--- src/hw/rtl/bbc_pkg.sv ---
package bbc_pkg;

   // request kinds
   localparam logic [2:0] KIND_GET_LOAD   = 3'd0;
   localparam logic [2:0] KIND_GET_ZERO   = 3'd1;
   localparam logic [2:0] KIND_FIND       = 3'd2;
   localparam logic [2:0] KIND_PUT        = 3'd3;
   localparam logic [2:0] KIND_INVALIDATE = 3'd4;

   // result status codes
   localparam logic [2:0] ST_OK        = 3'd0;
   localparam logic [2:0] ST_NOT_FOUND = 3'd1;
   localparam logic [2:0] ST_RANGE     = 3'd2;
   localparam logic [2:0] ST_BUSY      = 3'd3;
   localparam logic [2:0] ST_NO_SLOT   = 3'd4;
   localparam logic [2:0] ST_NOT_BUSY  = 3'd5;

   localparam int KIND_W     = 3;
   localparam int BLOCK_W    = 32;
   localparam int SLOT_W     = 6;
   localparam int DROP_W     = 7;
   localparam int REQ_DATA_W = 40;
   localparam int RSP_DATA_W = 56;

   // order chain command, broadcast to every cell
   typedef struct packed {
      logic remove;
      logic append;
      logic drop_lru;
   } chain_cmd_type;

   // per-slot state update
   typedef struct packed {
      logic alloc;
      logic grant;
      logic release_slot;
      logic drop;
      logic set_dirty;
   } slot_cmd_type;

endpackage

--- src/hw/rtl/bbc_order_cell.sv ---
// one place of the order chain: free entries first, then LRU oldest to newest
module bbc_order_cell #(
   parameter int IDX_W      = 6,
   parameter int CELL_INDEX = 0
) (
   input  logic                   clock,
   input  logic                   reset,
   input  bbc_pkg::chain_cmd_type cmd,
   input  logic [IDX_W-1:0]       key,
   input  logic [IDX_W-1:0]       new_idx,
   input  logic                   shift_in,
   input  logic                   left_occ,
   input  logic                   right_occ,
   input  logic [IDX_W-1:0]       right_idx,
   input  logic                   right_lru,
   output logic                   shift_out,
   output logic                   occ,
   output logic [IDX_W-1:0]       idx,
   output logic                   lru
);

   logic             occ_ff, occ_in;
   logic [IDX_W-1:0] idx_ff, idx_in;
   logic             lru_ff, lru_in;
   logic             match;

   assign match     = cmd.remove && occ_ff && (idx_ff == key);
   assign shift_out = match | shift_in;

   always_comb begin
      occ_in = occ_ff;
      idx_in = idx_ff;
      lru_in = lru_ff;
      if (shift_out) begin
         occ_in = right_occ;
         idx_in = right_idx;
         lru_in = right_lru;
      end else if (cmd.append && !occ_ff && left_occ) begin
         occ_in = 1'b1;
         idx_in = new_idx;
         lru_in = 1'b1;
      end
      if (cmd.drop_lru) begin
         lru_in = 1'b0;
      end
   end

   always_ff @(posedge clock) begin
      if (reset) begin
         occ_ff <= 1'b1;
         idx_ff <= IDX_W'(CELL_INDEX);
         lru_ff <= 1'b0;
      end else begin
         occ_ff <= occ_in;
         idx_ff <= idx_in;
         lru_ff <= lru_in;
      end
   end

   assign occ = occ_ff;
   assign idx = idx_ff;
   assign lru = lru_ff;

endmodule

--- config.mk ---
export PLATFORM = sky130hd
export DESIGN_NAME = bbc_order_cell
export DESIGN_NICKNAME = d
export VERILOG_FILES = /design/src/hw/rtl/bbc_pkg.sv /design/src/hw/rtl/bbc_order_cell.sv
export SDC_FILE = /design/constraint.sdc
export NUM_CORES = 1
export LEC_CHECK = 0
export BUFFER_PORTS_ARGS = -buffer_cell sky130_fd_sc_hd__clkbuf_2
export CORE_AREA = 3 3 40 42
export DETAILED_ROUTE_END_ITERATION = 6
export DIE_AREA = 0 0 43 45
export HOLD_SLACK_MARGIN = 0.08
export PLACE_DENSITY = 0.76
export SETUP_SLACK_MARGIN = 0.05
export SYNTH_ARGS = -nofsm -noshare
export SYNTH_HDL_FRONTEND = slang
export SYNTH_SLANG_ARGS = --single-unit
--- constraint.sdc ---
create_clock -name clock -period 4.1 [get_ports clock]
set_input_delay 0.41 -clock clock [delete_from_list [all_inputs] [get_ports clock]]
set_output_delay 0.41 -clock clock [all_outputs]
set_load 0.03 [all_outputs]
==> metrics.yaml <==
status: "finished, final reports clean"
cts.sink_count: 8
final_cell_mix: "clkbuf_2 (35), nor2_1 (8), mux2i_1 (8), dfxtp_1 (8)"
ys_top_cells_by_area: "dfxtp_1 (31%), mux2i_1 (16%), mux2_2 (13%)"
ios: 36
synthesis.instances: 53
worst_slew_pin_slew_ns: 0.4598
cts_tree: "built"
wirelength_um: 1222
rr_startpoint: "idx[0]"
antenna_found_initial: 0
cp.arrival_ns: 1.69
fin_crit_ns: 2.098
hold_violations: 0
worstSetupStartpointType: "flip-flop"
setup_viol_count_final: 0
clock_latency_ns: 0.25
rows: 13
synth_area_um2: 510.5
cp_cell_sequence: "xor2_1 -> nor4_2 -> a41oi_4 -> inv_1 -> clkbuf_2"
relSlewSlack: 0.6926
synth.distinct_cells: 15
fill_cells: 133
endpoint_kind: "output pin"
via_per_inst: 4.875
maxCapViolations: 0
path_max_fanout: 9
report.final.slew_viol_count: 0
p_leak_uw: 0.0004036
cp.required_ns: 3.69
regArea_um2: 160.2
mappedNetlistNets: 80
post_drt_wl_per_cell_um: 11.75
fin_crit_sh: 0.5116
ff2ff_setup_slack_ns: 2.51
rsz0062_at_grt: "false"
ys_ff_latch: 8
vdd_drop_max_v: 0.0001747
ant_nets: 0
io_buffers: 35
whs_path_depth: 3
ctsResizeCount: 0
cts-root-buf: "clkbuf_4"
worstHoldPathType: "input port to flip-flop"
gr-total-overflow: 0
grt_pass1_wl_um: 1973
setup_ws_ns: 2.002
layout.nets: 118
drive_gt1_frac: 0.5169
drt-initial-drc-count: 3
criticalPathCategory: "flip-flop to output pin"
min_to: "lru"
power_density_mw_per_mm2: 284.0
yosys_warnings: 0
first_pass_iters: 4
htreeDepth: 1
synth_largest_area_cell: "dfxtp_1"
rr_worst_depth: 4
core_region_area_mm2: 0.001285
cts_hold_buf: 0
hpwl_um: 1002
worst_path_max_delay_cell: "nor4_2"
path_buf_inv: 2
multiInputGateArea_um2: 335.3
fmax_ghz: 0.4767
slowest_delay_ns: 0.38
cpLargestDelayFamily: "simple AND/OR/NAND/NOR gates"
clk_pin_slew_ns: 0.05
clock_path_buffers: 2
syn_to_final_growth_pct: 40.93
post-route-drc-count: 0
grt_pass1_vias: 509
post_cts_buffers: 0
initial_core_util: 0.3973
grt_use_total: 0.1352
die-area_mm2: 0.001935
grt_max_degree: 16
setup_tns_ns: 0
yosysSeqAreaShare: 0.3137
final_common_cell: "clkbuf_2"
avgSynthCellArea_um2: 9.632
n_antenna_cell: 0
route.vias.total: 507
synth_top_area_share: 0.3137
worstHoldStart: "right_lru"
die_x_um: 43
gp_congestion: 0.7387
worst_r2r_endpoint: "idx[2]"
cts_buffers: 3
place_ws_ns: 2.095
fin_skew_ns: 0.004345
die_h_um: 45
-- report_power, final --
group	internal [uW]	leakage, uW	switching, uW
clock	33.4	0.0000138	25.9
combinational	26.7	0.000324	30.9
sequential	82.9	0.0000660	4.47
total	143	0.000404	61.3
-- state kept, by name, indices dropped and copies added (netlist names) --
| register | count |
|---|---|
| lru | 1 |
| idx | 6 |
| occ | 1 |
-- layout make-up --
type,count,area share
timing repair buffer,35,0.2435
sequential,8,0.2226
inverter,2,0.01043
multi-input combinational,41,0.4661
clock buffer,3,0.03130
tap,15,0.02609
-- per-stage QoR --
stage                     cell area (um2)  std cells  total power, uW  hold slack (ns)    util
after floorplan                     510.5         53            124.6           0.5488       -
after detailed placement            696.9        101            147.2           0.5655  0.5424
after CTS                           719.4        104            207.4           0.3995  0.5599
after global routing                719.4        104            214.1           0.4160  0.5599
final                               719.4        104            204.3           0.4008  0.5599
after global placement              696.9        101            146.0           0.5447  0.5424
-- worst max-delay path by stage --
stage / to / depth (start not counted) / from / slack, ns
2_1_floorplan: shift_out / 4 / idx[0] / 2.20
3_3_place_gp: shift_out / 6 / key[0] / 2.12
3_5_place_dp: shift_out / 6 / key[0] / 2.10
4_1_cts: shift_out / 5 / idx[0] / 1.99
5_1_grt: shift_out / 5 / idx[2] / 1.92
6_report: shift_out / 5 / idx[0] / 2.00
-- worst min-delay path: cells and delay by family --
family,cells,cell delay [ns]
buffers and inverters,1,0.08
multiplexers,1,0.06
AND/OR/NAND/NOR,1,0.05
-- cell families (layout without fill, tap and decap cells) --
logic type	count (synthesis)	after routing	synth area share
xor+xnor	6	6	0.1030
compound gates	3	3	0.07843
simple gates	18	18	0.1863
buf+inv	4	40	0.02942
mux	14	14	0.2892
flops	8	8	0.3137
-- routing by layer --
layer / global-route usage / vias up / share of wire
li1: - / 254 / -
met1: 0.1529 / 230 / 0.41
met2: 0.2275 / 21 / 0.50
met3: 0.03187 / 2 / 0.085
met4: 0.09036 / 0 / 0.013
met5: 0 / - / 0
-- synthesized netlist by cell type --
library cell / n
dfxtp_1: 8
mux2i_1: 8
nor2_1: 8
mux2_2: 6
nor2b_1: 6
xnor2_1: 3
xor2_1: 3
clkbuf_1: 2
inv_1: 2
nand2_1: 2
a211oi_1: 1
a41oi_4: 1
nand3b_1: 1
nor4_2: 1
o21ai_0: 1
No activity file was read; power rests on OpenSTA's default activity.
