## src/hw/rtl/bbc_pkg.sv

```systemverilog
package bbc_pkg;

   // request kinds
   localparam logic [2:0] KIND_GET_LOAD   = 3'd0;
   localparam logic [2:0] KIND_GET_ZERO   = 3'd1;
   localparam logic [2:0] KIND_FIND       = 3'd2;
   localparam logic [2:0] KIND_PUT        = 3'd3;
   localparam logic [2:0] KIND_INVALIDATE = 3'd4;

   // result status codes
   localparam logic [2:0] ST_OK        = 3'd0;
   localparam logic [2:0] ST_NOT_FOUND = 3'd1;
   localparam logic [2:0] ST_RANGE     = 3'd2;
   localparam logic [2:0] ST_BUSY      = 3'd3;
   localparam logic [2:0] ST_NO_SLOT   = 3'd4;
   localparam logic [2:0] ST_NOT_BUSY  = 3'd5;

   localparam int KIND_W     = 3;
   localparam int BLOCK_W    = 32;
   localparam int SLOT_W     = 6;
   localparam int DROP_W     = 7;
   localparam int REQ_DATA_W = 40;
   localparam int RSP_DATA_W = 56;

   // order chain command, broadcast to every cell
   typedef struct packed {
      logic remove;
      logic append;
      logic drop_lru;
   } chain_cmd_type;

   // per-slot state update
   typedef struct packed {
      logic alloc;
      logic grant;
      logic release_slot;
      logic drop;
      logic set_dirty;
   } slot_cmd_type;

endpackage

```

## src/hw/rtl/bbc_slot_cell.sv

```systemverilog
// one slot: tag, valid, busy, dirty; compares its tag against the lookup
module bbc_slot_cell (
   input  logic                          clock,
   input  logic                          reset,
   input  bbc_pkg::slot_cmd_type         cmd,
   input  logic [bbc_pkg::BLOCK_W-1:0]   lookup_block,
   input  logic [bbc_pkg::BLOCK_W-1:0]   new_tag,
   output logic                          match,
   output logic                          busy,
   output logic                          dirty,
   output logic [bbc_pkg::BLOCK_W-1:0]   tag
);

   logic                        valid_ff, valid_in;
   logic                        busy_ff, busy_in;
   logic                        dirty_ff, dirty_in;
   logic [bbc_pkg::BLOCK_W-1:0] tag_ff, tag_in;

   always_comb begin
      valid_in = valid_ff;
      busy_in  = busy_ff;
      dirty_in = dirty_ff;
      tag_in   = tag_ff;
      if (cmd.alloc) begin
         tag_in   = new_tag;
         valid_in = 1'b1;
         busy_in  = 1'b1;
         dirty_in = dirty_ff | cmd.set_dirty;
      end
      if (cmd.grant) begin
         busy_in  = 1'b1;
         dirty_in = dirty_ff | cmd.set_dirty;
      end
      if (cmd.release_slot) begin
         busy_in  = 1'b0;
         dirty_in = 1'b0;
      end
      // idle valid slots sit in the LRU list and are dropped
      if (cmd.drop) begin
         valid_in = valid_ff & busy_ff;
      end
   end

   always_ff @(posedge clock) begin
      if (reset) begin
         valid_ff <= 1'b0;
         busy_ff  <= 1'b0;
         dirty_ff <= 1'b0;
      end else begin
         valid_ff <= valid_in;
         busy_ff  <= busy_in;
         dirty_ff <= dirty_in;
      end
      tag_ff <= tag_in;
   end

   assign match = valid_ff && (tag_ff == lookup_block);
   assign busy  = busy_ff;
   assign dirty = dirty_ff;
   assign tag   = tag_ff;

endmodule

```

## config.mk

```make
export PLATFORM = sky130hd
export DESIGN_NAME = bbc_slot_cell
export DESIGN_NICKNAME = d
export VERILOG_FILES = /design/src/hw/rtl/bbc_pkg.sv /design/src/hw/rtl/bbc_slot_cell.sv
export SDC_FILE = /design/constraint.sdc
export NUM_CORES = 1
export LEC_CHECK = 0
export BUFFER_PORTS_ARGS = -buffer_cell sky130_fd_sc_hd__buf_2
export CELL_PAD_IN_SITES_DETAIL_PLACEMENT = 0
export CELL_PAD_IN_SITES_GLOBAL_PLACEMENT = 1
export CORE_MARGIN = 2
export CORE_UTILIZATION = 31
export CTS_CLUSTER_DIAMETER = 80
export DETAILED_ROUTE_END_ITERATION = 7
export GPL_ROUTABILITY_DRIVEN = 0
export HOLD_SLACK_MARGIN = 0.15
export PLACE_DENSITY = 0.8
export SLEW_MARGIN = 15
export SYNTH_ARGS = -nofsm -noshare
export SYNTH_HDL_FRONTEND = slang
export SYNTH_SLANG_ARGS = --single-unit
```

## constraint.sdc

```tcl
create_clock -name clock -period 2.2 [get_ports clock]
set_input_delay 0.33 -clock clock [delete_from_list [all_inputs] [get_ports clock]]
set_output_delay 0.33 -clock clock [all_outputs]
set_load 0.03 [all_outputs]
```

==> Flow_metrics.wiki <==
{| class="wikitable"
! Metric !! Value
|-
| Number of sinks driven by the clock tree || 35
|-
| Count of synthesis-stage warnings from yosys || 0
|-
| Number of placed instances with taps included || 246
|-
| Result of the run || completed
|-
| Final non-filler cell area || 0.00216 mm2
|-
| CTS tree || done
|-
| Post-route worst hold slack || 216 ps
|-
| Syn Nets || 159
|-
| # setup viols final || 0
|-
| Wire length per cell || 13.2 um
|-
| Worst Path Class, Setup || flop to output port
|-
| Clock Root Buffer || clkbuf_8
|-
| Final wirelength || 3350 um
|-
| Skew-Pair Late Insertion Delay || 270 ps
|-
| First-pass GRT wire length || 5150 um
|-
| Port buffer count || 105
|-
| Met1 Usage GRT || 0.144
|-
| Top-count cell post-synth || edfxtp_1
|-
| Starting DRC count in detailed routing || 47
|-
| Most Used Layer, Global Route || met2
|-
| Top-area cell type share of the netlist area || 0.677
|-
| Hpwl dp || 2740 um
|-
| Static power due to leakage || 0.976 nW
|-
| Total number of placement rows || 24
|-
| Met2 Track Usage GR || 0.248
|-
| Top cells by count, synth || 32 x edfxtp_1, 31 x xor2_1, 7 x nor4_1, 3 x dfxtp_1, 3 x nor3_1
|-
| Combinational share of power || 0.173
|-
| Setup bufs post-CTS || 0
|-
| Number of H-tree levels || 2
|-
| Number of vias in the routed layout || 1090
|-
| Total power || 1.70 mW
|-
| Internal power || 1.26 mW
|-
| Post-Route Utilization || 0.492
|-
| Min Clock Period, post-route || 2120 ps
|-
| Diodes inserted || 0
|-
| Hold buffer count at CTS || 0
|-
| Setup tns final || 0 ps
|-
| Clk slew on worst S/H paths || 70 ps
|-
| Layout Area Growth over Synthesis || 51.9%
|-
| Final-report hold violation count || 0
|-
| Total congestion overflow after global routing || 0
|-
| Total global routing track utilization || 0.135
|-
| Synthesis-stage register bit count || 35
|-
| FF-to-FF Start || busy$_SDFFE_PP0P_
|-
| Nature of the critical path endpoint || output port
|-
| CTS Buf Count || 5
|-
| Final-report max-slew violation count || 0
|-
| Hold/Removal Path Class || input port to flop
|-
| Die Span X || 71.7 um
|-
| Slew @ Worst Pin || 317 ps
|-
| Residual antenna-violating net count after detailed routing || 0
|-
| Number of primary I/O pins || 106
|-
| Maximum fanout count along the critical path || 2
|-
| CP Data Arrival Time || 1790 ps
|-
| RSZ-0062 raised after global routing || no
|-
| Vias in the first global route || 1119
|-
| Clock Power Share || 0.347
|-
| Switching power of the nets || 432 uW
|-
| Met3 demand-to-capacity share in global routing || 0.0380
|-
| Post-synthesis cell type with the largest combined area || edfxtp_1
|-
| Worst-case setup margin in the final layout || 80.7 ps
|-
| Maximum clock skew at final layout || 4.64 ps
|-
| Highest achievable clock rate || 0.472 GHz
|-
| Pin count of the biggest net entering global routing || 24
|-
| Proportion of total power due to net switching || 0.255
|-
| Worst max-slew margin expressed relative to the limit || 0.787
|-
| Pwr Density || 786 mW/mm2
|-
| Average footprint of a synthesized cell || 16.1 um2
|-
| Share of cells above drive strength 1 || 0.584
|-
| Cell count after synthesis || 88
|-
| Pre-antenna DRT Iters || 4
|-
| Die Y || 71.7 um
|-
| Total Die Area || 0.00514 mm2
|-
| Sequential-to-total area share from yosys stat || 0.719
|-
| Initial Util || 0.324
|-
| Netlist area before placement || 0.00142 mm2
|-
| Fillers || 425
|-
| Min-delay src || cmd[2]
|-
| Type of element launching the critical path || flop
|-
| Share of the cycle needed by the critical path after routing || 0.963
|-
| Number of synthesized flops with an enable pin || 32
|-
| Pre-CTS worst setup slack || 226 ps
|-
| Source of the critical timing path || tag[23]$_DFFE_PP_
|-
| Remaining routing DRC violations || 0
|-
| Nets@finish || 272
|-
| Initial antenna violation count || 0
|-
| Worst Path Required || 1870 ps
|-
| Sequential fraction of design power || 0.480
|-
| Leading cell types by total area after synthesis || edfxtp_1 68%, xor2_1 19%, dfxtp_1 4.2%
|-
| Core area || 0.00438 mm2
|-
| Non-filler instance count after layout || 254
|-
| Async set or reset register ratio after synthesis || 0
|-
| Number of maximum-capacitance violations || 0
|-
| Top FF cell, synth || edfxtp_1
|-
| Buffer levels on the longest clock path || 2
|-
| Cell area after placement || 0.00202 mm2
|-
| Peak supply drop || 0.451 mV
|-
| Count of cell types in the netlist || 14
|-
| Number of vias per cell after detailed routing || 4.29
|}
-- registers in the layout (all words and copies together), names as in the netlist --
register	count
busy	1
dirty	1
tag	32
valid_ff	1
-- layer usage --
metal  part of all wire  up-vias
met3              0.069        4
met1               0.36      495
li1                   -      547
met4              0.014        0
met5                  0        -
met2               0.55       44
-- worst max-delay path, cell delays in order, from the launching register on --
cell and delay (ps):
edfxtp_1 400, xor2_1 160, nor4_2 340, nand4_1 170
nor3_2 250, buf_4 200
-- layout make-up --
type / instances / area (um2) / area share
clock buffer: 6 / 82.6 / 0.0383
clock inverter: 2 / 35.0 / 0.0162
inverter: 2 / 7.51 / 0.00348
multi-input combinational: 51 / 410 / 0.190
sequential: 35 / 1020 / 0.473
tap: 52 / 65.1 / 0.0302
timing repair buffer: 106 / 536 / 0.248
-- power by group through the flow --
stage | logic (mW) | clock network (mW) | registers [mW]
5_1_grt | 0.316 | 0.638 | 0.821
6_report | 0.294 | 0.588 | 0.814
4_1_cts | 0.294 | 0.605 | 0.816
3_5_place_dp | 0.290 | 0 | 0.830
3_3_place_gp | 0.288 | 0 | 0.828
2_1_floorplan | 0.0541 | 0 | 0.929
-- cell families (layout without fill, tap and decap cells) --
| family | after synthesis | count (layout) | share of synthesized area |
|---|---|---|---|
| and+or+nand+nor | 15 | 15 | 0.0626 |
| buffers and inverters | 2 | 116 | 0.00529 |
| xor gates and xnor gates | 32 | 32 | 0.197 |
| AOI/OAI and AO/OA | 4 | 4 | 0.0159 |
| DFF | 35 | 35 | 0.719 |
-- layout by cell type, fill, tap and decap left out, types with 2 or more instances in the layout --
master and n:
buf_2 104, buf_4 2, clkbuf_8 6, dfxtp_1 3, edfxtp_1 32, inv_1 2, nand3_1 2, nor3_1 3
nor4_1 4, nor4_2 3, o21ai_0 2, xor2_1 31
-- path summary, 6_finish.rpt --
path                           endpoint  slack, ps  depth (start not counted)
hold reg to reg      dirty$_SDFFE_PP0P_        450                          2
setup / recovery                  match         80                          5
hold / removal       dirty$_SDFFE_PP0P_        220                          2
setup reg to reg  valid_ff$_SDFFE_PP0P_       1510                          2
-- timing repair --
item,4_1_cts,5_1_grt
resized for setup,1,4
hold endpoints to repair,0,0
pin swaps,0,1
endpoints found under the setup margin,1,1
Note: power is estimated with default switching activity, not from simulation.
